**src/hw/rtl/iso_tp_frame_reassembler_core_defines.svh**
```systemverilog
// Assertion macros for the ISO-TP frame reassembler.
`ifndef ISO_TP_FRAME_REASSEMBLER_CORE_DEFINES_SVH
`define ISO_TP_FRAME_REASSEMBLER_CORE_DEFINES_SVH
`ifndef SYNTHESIS
`define ITP_ASSERT_SAME(lbl, clk_s, rst_s, ante, cons) \
    lbl: assert property (@(posedge clk_s) disable iff (!rst_s) (ante) |-> (cons)) \
        else $error("itp assertion failed");
`define ITP_ASSERT_NEXT(lbl, clk_s, rst_s, ante, cons) \
    lbl: assert property (@(posedge clk_s) disable iff (!rst_s) (ante) |=> (cons)) \
        else $error("itp assertion failed");
`else
`define ITP_ASSERT_SAME(lbl, clk_s, rst_s, ante, cons)
`define ITP_ASSERT_NEXT(lbl, clk_s, rst_s, ante, cons)
`endif
`endif

```
**src/hw/rtl/itp_pkg.sv**
```systemverilog
// Shared types and constants for the ISO-TP frame reassembler.
package itp_pkg;

    localparam int NUM_LANES = 7;

    typedef enum logic [2:0] {
        ST_SINGLE   = 3'd0,
        ST_FIRST    = 3'd1,
        ST_WAIT     = 3'd2,
        ST_COMPLETE = 3'd3,
        ST_FLOWCTL  = 3'd4,
        ST_INVALID  = 3'd5
    } status_t;

    localparam logic [3:0] PCI_SF = 4'h0;
    localparam logic [3:0] PCI_FF = 4'h1;
    localparam logic [3:0] PCI_CF = 4'h2;
    localparam logic [3:0] PCI_FC = 4'h3;

    localparam logic [2:0]  SF_MAX_LEN  = 3'd7;
    localparam logic [11:0] FF_MIN_LEN  = 12'd8;
    localparam logic [11:0] FF_RX_COUNT = 12'd6;
    localparam logic [2:0]  FF_BYTES    = 3'd6;
    localparam logic [2:0]  CF_BYTES    = 3'd7;
    localparam logic [3:0]  SEQ_START   = 4'd1;

    typedef struct packed {
        status_t     status;
        logic [11:0] addr;
        logic [2:0]  count;
        logic        shift;
    } ctl_t;

endpackage

```
**src/hw/rtl/itp_ctrl.sv**
```systemverilog
// Frame decode and reception state for the ISO-TP reassembler.
module itp_ctrl (
    input  logic          clk,
    input  logic          rst_n,
    input  logic          accept,
    input  logic [7:0]    frame_byte0,
    input  logic [7:0]    frame_byte1,
    output itp_pkg::ctl_t ctl
);
    import itp_pkg::*;

    logic        receiving_reg, receiving_next;
    logic [11:0] expected_reg, expected_next;
    logic [11:0] received_reg, received_next;
    logic [3:0]  seq_reg, seq_next;

    logic [3:0]  pci_type;
    logic [3:0]  low;
    logic [11:0] ff_len;
    logic [11:0] remain;
    logic [2:0]  cf_n;
    logic [11:0] cf_count;

    assign pci_type = frame_byte0[7:4];
    assign low      = frame_byte0[3:0];
    assign ff_len   = {low, frame_byte1};
    assign remain   = expected_reg - received_reg;
    assign cf_n     = (remain < 12'(CF_BYTES)) ? remain[2:0] : CF_BYTES;
    assign cf_count = received_reg + 12'(cf_n);

    always_comb
    begin
        receiving_next = 1'b0;
        expected_next  = '0;
        received_next  = '0;
        seq_next       = SEQ_START;
        ctl.status     = ST_INVALID;
        ctl.addr       = '0;
        ctl.count      = '0;
        ctl.shift      = 1'b0;
        unique case (pci_type)
            PCI_SF:
            begin
                if (low != 4'd0 && low <= 4'(SF_MAX_LEN))
                begin
                    ctl.status = ST_SINGLE;
                    ctl.count  = low[2:0];
                end
            end
            PCI_FF:
            begin
                if (ff_len >= FF_MIN_LEN)
                begin
                    ctl.status     = ST_FIRST;
                    ctl.count      = FF_BYTES;
                    ctl.shift      = 1'b1;
                    receiving_next = 1'b1;
                    expected_next  = ff_len;
                    received_next  = FF_RX_COUNT;
                end
            end
            PCI_CF:
            begin
                if (receiving_reg && low == seq_reg)
                begin
                    ctl.addr  = received_reg;
                    ctl.count = cf_n;
                    if (cf_count >= expected_reg)
                    begin
                        ctl.status = ST_COMPLETE;
                    end
                    else
                    begin
                        ctl.status     = ST_WAIT;
                        receiving_next = 1'b1;
                        expected_next  = expected_reg;
                        received_next  = cf_count;
                        seq_next       = seq_reg + 4'd1;
                    end
                end
            end
            PCI_FC:
            begin
                ctl.status = ST_FLOWCTL;
            end
            default:
            begin
                ctl.status = ST_INVALID;
            end
        endcase
    end

    always_ff @(posedge clk or negedge rst_n)
    begin
        if (!rst_n)
        begin
            receiving_reg <= 1'b0;
            expected_reg  <= '0;
            received_reg  <= '0;
            seq_reg       <= SEQ_START;
        end
        else if (accept)
        begin
            receiving_reg <= receiving_next;
            expected_reg  <= expected_next;
            received_reg  <= received_next;
            seq_reg       <= seq_next;
        end
    end

endmodule

```
**src/hw/rtl/itp_lane.sv**
```systemverilog
// One payload byte lane: source select and count mask.
module itp_lane #(
    parameter int LANE = 0
) (
    input  logic [7:0] byte_cf,
    input  logic [7:0] byte_ff,
    input  logic       shift,
    input  logic [2:0] count,
    output logic [7:0] data
);
    localparam logic [2:0] LANE_IDX = 3'(LANE);

    always_comb
    begin
        if (LANE_IDX < count)
            data = shift ? byte_ff : byte_cf;
        else
            data = '0;
    end

endmodule

```
**src/hw/rtl/iso_tp_frame_reassembler_core.sv**
```systemverilog
// Top level of the ISO-TP receive reassembler for 8-byte CAN frames.
// An accepted input beat is registered into the output register as its result beat.
// Throughput: one frame per cycle while not stalled; decode and lanes are combinational.
// The output register frees when its beat is taken, so input and output can move together.
// Reset (rst_n low, async): idle, no reception, next sequence 1, output register empty.
`include "iso_tp_frame_reassembler_core_defines.svh"
module iso_tp_frame_reassembler_core (
    input  logic        clk,
    input  logic        rst_n,
    input  logic        s_axis_tvalid,
    output logic        s_axis_tready,
    input  logic [63:0] s_axis_tdata,  // frame_byte0 .. frame_byte7
    output logic        m_axis_tvalid,
    input  logic        m_axis_tready,
    output logic [71:0] m_axis_tdata,  // write_address, byte_count, data0 .. data6, pad
    output logic [2:0]  m_axis_tuser   // status
);
    import itp_pkg::*;

    logic          in_beat;
    logic          out_beat;
    ctl_t          ctl;
    logic [7:0]    frame [8];
    logic [7:0]    lane_data [NUM_LANES];

    logic          valid_reg;
    status_t       status_reg;
    logic [11:0]   addr_reg;
    logic [2:0]    count_reg;
    logic [7:0]    data_reg [NUM_LANES];

    assign s_axis_tready = !valid_reg || m_axis_tready;
    assign in_beat       = s_axis_tvalid && s_axis_tready;
    assign out_beat      = valid_reg && m_axis_tready;

    for (genvar i = 0; i < 8; i++)
    begin : g_bytes
        assign frame[i] = s_axis_tdata[8*i +: 8];
    end

    itp_ctrl u_ctrl (
        .clk         (clk),
        .rst_n       (rst_n),
        .accept      (in_beat),
        .frame_byte0 (frame[0]),
        .frame_byte1 (frame[1]),
        .ctl         (ctl)
    );

    for (genvar k = 0; k < NUM_LANES; k++)
    begin : g_lane
        itp_lane #(
            .LANE (k)
        ) u_lane (
            .byte_cf (frame[k + 1]),
            .byte_ff ((k + 2 < 8) ? frame[(k + 2) % 8] : 8'h00),
            .shift   (ctl.shift),
            .count   (ctl.count),
            .data    (lane_data[k])
        );
    end

    always_ff @(posedge clk or negedge rst_n)
    begin
        if (!rst_n)
            valid_reg <= 1'b0;
        else if (in_beat)
            valid_reg <= 1'b1;
        else if (out_beat)
            valid_reg <= 1'b0;
    end

    always_ff @(posedge clk)
    begin
        if (in_beat)
        begin
            status_reg <= ctl.status;
            addr_reg   <= ctl.addr;
            count_reg  <= ctl.count;
            data_reg   <= lane_data;
        end
    end

    assign m_axis_tvalid = valid_reg;
    assign m_axis_tuser  = status_reg;
    assign m_axis_tdata  = {1'b0, data_reg[6], data_reg[5], data_reg[4], data_reg[3],
                            data_reg[2], data_reg[1], data_reg[0], count_reg, addr_reg};

    `ITP_ASSERT_SAME(a_stall_blocks_input, clk, rst_n, valid_reg && !m_axis_tready, !s_axis_tready)
    `ITP_ASSERT_SAME(a_no_payload, clk, rst_n,
        valid_reg && (status_reg == ST_INVALID || status_reg == ST_FLOWCTL),
        addr_reg == 12'd0 && count_reg == 3'd0)
    `ITP_ASSERT_SAME(a_first_count, clk, rst_n,
        valid_reg && status_reg == ST_FIRST, count_reg == FF_BYTES && addr_reg == 12'd0)
    `ITP_ASSERT_NEXT(a_drain, clk, rst_n, out_beat && !in_beat, !valid_reg)

endmodule

```
**config.mk**
```make
export PLATFORM = sky130hd
export DESIGN_NAME = iso_tp_frame_reassembler_core
export DESIGN_NICKNAME = d
export VERILOG_FILES = /design/src/hw/rtl/itp_pkg.sv /design/src/hw/rtl/itp_ctrl.sv /design/src/hw/rtl/itp_lane.sv /design/src/hw/rtl/iso_tp_frame_reassembler_core.sv
export VERILOG_INCLUDE_DIRS = /design/src /design/src/hw/rtl
export SDC_FILE = /design/constraint.sdc
export NUM_CORES = 1
export LEC_CHECK = 0
export BUFFER_PORTS_ARGS = -buffer_cell sky130_fd_sc_hd__buf_2
export CORE_ASPECT_RATIO = 0.6
export CORE_MARGIN = 2
export CORE_UTILIZATION = 58
export DETAILED_ROUTE_END_ITERATION = 12
export PLACE_DENSITY = 0.86
export SLEW_MARGIN = 20
export SYNTH_ARGS = -nofsm -noshare
export SYNTH_HDL_FRONTEND = slang
export SYNTH_SLANG_ARGS = --single-unit
```
**constraint.sdc**
```tcl
create_clock -name clk -period 17.84 [get_ports clk]
set_input_delay 1.784 -clock clk [delete_from_list [all_inputs] [get_ports clk]]
set_output_delay 1.784 -clock clk [all_outputs]
set_load 0.005 [all_outputs]
```
==> results of run 1 <==
-- cells by family after synthesis --
group	Yosys count	synth area share, %
simple gates	215	17.57
compound gates	149	16.96
flops	104	51.96
buf+inv	59	3.978
fa+ha+maj	28	6.383
xor+xnor	19	2.907
other cells	1	0.06551
mux	1	0.1749
-- power groups by stage --
stage	Clock (mW)	Combinational (mW)	Sequential (mW)
finish	0.207	0.0789	0.274
global placement	0	0.0749	0.279
CTS	0.208	0.0773	0.274
global route	0.218	0.0867	0.275
floorplan	0	0.0440	0.280
detailed placement	0	0.0765	0.279
-- worst max-delay path: stages (launching register included) --
cell,delay (ns)
dfrtp_1,0.40
inv_1,0.09
ha_1,0.18
inv_1,0.06
fa_1,0.46
a211oi_1,0.34
o21a_1,0.22
o221ai_1,0.13
a211oi_1,0.30
nor2_1,0.12
nor4_4,0.55
nand2_1,0.12
ha_1,0.36
and3_1,0.22
o41ai_2,0.12
a21boi_0,0.44
xnor2_1,0.13
ha_1,0.34
a211o_1,0.29
or3_1,0.30
o21ai_0,0.23
o211ai_1,0.34
nand2_1,0.56
o21ai_0,0.19
-- Yosys cell counts (6+ instances only) --
master | number | share of area (%)
dfrtp_1 | 29 | 13
and2_1 | 15 | 1.6
nand2_1 | 117 | 7.7
nand3_1 | 12 | 1.0
and3_1 | 10 | 1.1
nand2b_1 | 6 | 0.66
xnor2_1 | 14 | 2.1
a21o_1 | 6 | 0.79
a21oi_1 | 60 | 5.2
a22o_1 | 20 | 3.1
nor2_1 | 23 | 1.5
clkbuf_1 | 21 | 1.4
ha_1 | 26 | 5.7
inv_1 | 35 | 2.3
o21ai_0 | 22 | 1.9
edfxtp_1 | 74 | 39
-- path summary, 6_finish.rpt --
kind	cells past startpoint	start	slack [ns]	endpoint
setup / recovery	23	u_ctrl.expected_reg[0]$_DFFE_PN0P_	11.20	u_ctrl.expected_reg[4]$_DFFE_PN0P_
hold / removal	2	u_ctrl.seq_reg[0]$_DFFE_PN1P_	0.53	u_ctrl.seq_reg[0]$_DFFE_PN1P_
setup reg to reg	23	u_ctrl.expected_reg[0]$_DFFE_PN0P_	11.20	u_ctrl.expected_reg[4]$_DFFE_PN0P_
hold reg to reg	2	u_ctrl.seq_reg[0]$_DFFE_PN1P_	0.53	u_ctrl.seq_reg[0]$_DFFE_PN1P_
max in group asynchronous	1	rst_n	15.90	u_ctrl.received_reg[5]$_DFFE_PN0P_
min in group asynchronous	1	rst_n	1.47	m_axis_tvalid$_DFFE_PN0P_
-- final cells by class --
| type | count | area (um^2) |
|---|---|---|
| clock buffers | 9 | 225.2 |
| repair buffers | 145 | 730.7 |
| inverters | 35 | 132.6 |
| well taps | 135 | 168.9 |
| clock inverters | 7 | 82.58 |
| flip-flops and latches | 104 | 2974 |
| multi-input cells | 413 | 2537 |
| fillers | 748 | 2888 |
-- metrics by stage --
stage                     cell area [um^2]  util (%)
after CTS                             6845     70.29
after global routing                  6852     70.35
after global placement                6538     67.12
after detailed placement              6538     67.12
after floorplan                       5724         -
final                                 6852     70.35
-- per-layer routing --
| metal | share of wire, % | up-vias |
|---|---|---|
| met4 | 1.3 | 0 |
| met3 | 12 | 22 |
| met5 | 0 | - |
| met1 | 45 | 2469 |
| li1 | - | 2332 |
| met2 | 42 | 317 |
-- cells in the final DEF (no fill, tap or decap), types with 6 or more instances in the layout --
cell	synthesis	routed
nand2_1	117	117
and2_1	15	15
a21oi_1	60	60
nor2_1	23	23
nand2b_1	6	6
nand3_1	12	12
xnor2_1	14	14
and3_1	10	10
o21ai_0	22	22
a21o_1	6	6
inv_1	35	34
buf_2	1	143
ha_1	26	26
clkbuf_16	0	9
edfxtp_1	74	74
a22o_1	20	20
dfrtp_1	29	29
==> impl_results.md, run 1 <==
* Status: finished, final reports clean
* CTS Sinks at 104
* Number of synthesized flops with an enable pin at 74
* Period Utilization, post-route at a little under two fifths
* CP max FO at 14
* Logic gate share of total power at about 14%
* Total grt overflow at 0
* Pre-CTS setup slack at between 10 and 15 ns
* Via density at slightly above 6
* LEAKAGE at 3.053 nW
* Initial antenna violation count at 0
* GPL Wtd Cong at 0.9108
* GR peak layer: met1
* Area growth from synthesis to layout at 19.69%
* Top FF cell, synth: edfxtp_1
* Setup Total Neg Slack at 0 ns
* I/O pin cnt at 145
* Library cells used by synthesis at 59
* Final Skew at 0.008873 ns
* Final hold violations at 0
* Total power at 0.5596 mW
* PwrDens at 81.68 nW/um^2
* Residual DRC at 0
* CP Launch Type: flop
* Final wirelength at 16.47 mm
* Clock power frac at 37.0%
* Pint at 0.4114 mW
* Fraction of layout cells with a size suffix above 1 at 24.26%
* DP Wirelength at 12.28 mm
* FP Rows at 28
* Hold_ws at 0.5333 ns
* CTS clock-pin slew for the worst setup and hold paths at ~0.070 ns
* Met3 global-route usage at 10.30%
* Largest net degree at the start of global routing at 55
* Die area at 10710 um^2
* Critical path required time at 18.05 ns
* Worst-Margin Slew at 1.100 ns
* Cts bufs inserted at 9
* Fmax at 150.5 MHz
* # diodes at 0
* Slew headroom at 26.64%
* Root buf cell: clkbuf_16
* Gr usage total at 30.64%
* Drt pass-1 iters at 5
* Synth Warn # at 0
* Number of global-route vias before repair at 4777
* Fin worst setup slack at 11.20 ns
* Max FFs per register at 56
* HP Class: reg2reg
* # Post-CTS Setup Buffers at 0
* Clock buffer depth at 2
* Async SR Flop Fraction at about 29%
* Non-Filler Instances at 848
* Vias at 5140
* Nets at between 800 and 900
* Flop pwr share at 48.9%
* Initial DRC count at 672
* Post-layout min period at about 6.6 ns
* #FFs+latches synth at 104
* Post-CTS sizing at 0
* Unrepaired setup endpoints after global routing: false
* CTS tree: built
* Placed cells at 832
* Sw Share at 26.49%
* Syn avg cell area at 9.938 um^2
* Die width at 132.3 um
* Sequential fraction of the synthesis area at between 50 and 60%
* Worst setup EP type: flop
* GR Layer Usage met1 at 45.27%
* First-pass GRT wire length at 25.17 mm
* Max-Cap Viols at 0
* Antenna viol nets, final at 0
* P_sw at 0.1482 mW
* Syn Inst Count at 576
* Core ar. at 9739 um^2
* Slew Limit Fails at 0
* Initial Util at 58.77%
* CTS Hold Bufs at 0
* Post-Syn Nets at ~670
* Die H at a little over 80 um
* Clock Latency Late Sink at roughly 0.36 ns
* CP arrival at 6.86 ns
* Port buffer count at approximately 140
* Drt wl/cell at 19.43 um
* Met2 GRT Util at between 40% and 50%
* Cell Area, Synth at about 5700 um^2
* Worst vdd ir at 0.06598 mV
* Setup Viol. Count Final at 0
* Crit path kind: reg2reg
* Max H-tree Level at 3
(Power assumes the default switching activity.)
==> run 2, diff against run 1 <==
- CORE_UTILIZATION: 58 -> 49
- PLACE_DENSITY: 0.86 -> 0.78
- clock period: 17.84 -> 5.9 ns (I/O delays scaled with it)
==> impl_results.md, run 2 (same netlist as run 1, synthesis figures left out) <==
* Status: finished, final reports clean
* Setup Viol. Count Final at 0 (unchanged)
* Die area at 12590 um^2 (+18%)
* Max FFs per register at 56 (unchanged)
* Worst vdd ir at 0.1669 mV (+150%)
* # diodes at 0 (unchanged)
* Critical Path Max Stage Delay at 0.45 ns (-0.11 ns)
* CP Launch Type: flop
* Port buffer count at 143 (unchanged)
* Initial antenna violation count at 0 (unchanged)
* Max H-tree Level at 3 (unchanged)
* LEAKAGE at 3.124 nW (+2.3%)
* Crit path kind: reg2reg
* Antenna viol nets, final at 0 (unchanged)
* Period Utilization, post-route at 95.11% (+58 points)
* Fin area at 7052 um^2 (+2.9%)
* GPL Wtd Cong at 1.018 (+12%)
* CTS tree: built
* Crit path max-delay family: simple AND/OR/NAND/NOR gates
* Worst setup EP type: flop
* Final hold violations at 0 (unchanged)
* Clock Latency Late Sink at 0.35 ns (about the same)
* Worst-Margin Slew at 1.058 ns (-0.04202 ns)
* Area growth from synthesis to layout at 23.19%
* Most common cell after layout, fill and taps aside: buf_2
* CP bufs+invs at 1 (-1)
* Final Skew at 0.008726 ns (-0.0001475 ns)
* Fmax at 178.2 MHz (+18%)
* Crit-path cells: ha_1, inv_1, fa_2, a21o_1, a211oi_1, o22ai_1, nor4b_2, nand4_1, nor4_4, nand2_1, ha_1, and3_1, o41ai_2, a21boi_2, xnor2_1, ha_1, a211o_1, or3_1, o21ai_1, o21a_1, nand3_2, or4_1, o311ai_1
* Core ar. at 11340 um^2 (+16%)
* Post-layout min period at 5.611 ns (-1.032 ns)
* CTS clock-pin slew for the worst setup and hold paths at 0.07 ns (about the same)
* Vias at 5112 (-0.54%)
* Most frequent cells in the layout: buf_2, nand2_1, edfxtp_1, a21oi_1, inv_1
* Drt wl/cell at 18.73 um (-3.6%)
* First-pass GRT wire length at 25.23 mm (+0.22%)
* Slew headroom at 28.44% (+1.8 points)
* Root buf cell: clkbuf_16
* Fraction of layout cells with a size suffix above 1 at 27.41% (+3.1 points)
* Number of global-route vias before repair at 4699 (-1.6%)
* Initial Util at 50.50% (-8.3 points)
* CTS Sinks at 104 (unchanged)
* Gr usage total at 26.52% (-4.1 points)
* Largest net degree at the start of global routing at 51 (-7.3%)
* Max-Cap Viols at 0 (unchanged)
* CP max FO at 5 (-9)
* Initial DRC count at 501 (-25%)
* Die width at 143.5 um (+8.5%)
* DP Wirelength at 12.49 mm (+1.7%)
* I/O pin cnt at 145 (unchanged)
* CP arrival at 5.86 ns (-1.00 ns)
* Die H at 87.72 um (+8.4%)
* Residual DRC at 0 (unchanged)
* Total grt overflow at 0 (unchanged)
* Via density at 5.770 (-4.8%)
* Drt pass-1 iters at 5 (unchanged)
* HP Class: in2async
* Clock buffer depth at 2 (unchanged)
* FP Rows at 30 (+7.1%)
* Crit path top cell by count: ha_1
* Nets at 817 (+1.6%)
* Critical path required time at 6.15 ns (-11.90 ns)
* Cts bufs inserted at 9 (unchanged)
* PwrDens at 241.6 nW/um^2 (+200%)
* Final wirelength at 16.59 mm (+0.73%)
* Post-DP Area at 6664 um^2 (+1.9%)
* Slew Limit Fails at 0 (unchanged)
* Setup Total Neg Slack at 0 ns (unchanged)
* CP max-delay cell: or4_1
run 2: layout make-up:
type	count	area [um^2]
clock buffer	10	229.0
clock inverter	6	68.82
fill	955	4284
inverter	35	132.6
multi-input combinational	413	2603
sequential	104	2974
tap	160	200.2
timing repair buffer	158	844.6
run 2: power by group:
group / switching (mW) / leakage (nW) / internal, mW
Clock: 0.278 / 0.139 / 0.333
Combinational: 0.158 / 1.84 / 0.106
Sequential: 0.0139 / 1.14 / 0.815
Total: 0.450 / 3.12 / 1.25
run 2: per-layer routing:
layer	wire length, um	GRT usage, %
met1	7762	41.22
met2	6957	37.23
met3	1719	7.654
met4	154	4.456
met5	0	0
run 2: final timing paths:
path                                                          from                                   to  slack (ns)  cells after the start
worst min-delay path                                         rst_n            m_axis_tvalid$_DFFE_PN0P_        0.29                      1
worst min register to register       u_ctrl.seq_reg[0]$_DFFE_PN1P_        u_ctrl.seq_reg[0]$_DFFE_PN1P_        0.54                      2
worst max register to register  u_ctrl.received_reg[0]$_DFFE_PN0P_  u_ctrl.received_reg[11]$_DFFE_PN0P_        0.29                     23
max in group asynchronous                                    rst_n   u_ctrl.received_reg[1]$_DFFE_PN0P_        5.14                      1
min in group clk                                     s_axis_tvalid            m_axis_tvalid$_DFFE_PN0P_        0.46                      2
worst max-delay path            u_ctrl.received_reg[0]$_DFFE_PN0P_  u_ctrl.received_reg[11]$_DFFE_PN0P_        0.29                     23
run 2: stage by stage:
stage	hold WS, ns	setup slack [ns]	util (%)	instances	total power [mW]
floorplan	0.2944	0.3086	-	576	0.9799
global placement	0.5127	0.2352	58.79	868	1.083
detailed placement	0.5258	-0.08103	58.79	868	1.090
CTS	0.3102	0.06550	61.48	885	1.691
global route	0.3457	-0.004778	62.21	886	1.764
finish	0.2862	0.2886	62.21	886	1.704
run 2: what timing repair did:
item	4_1_cts	5_1_grt
endpoints found under the setup margin	6	29
setup buffers	1	1
pin swaps	1	4
resized for setup	2	16
hold buffers	0	0
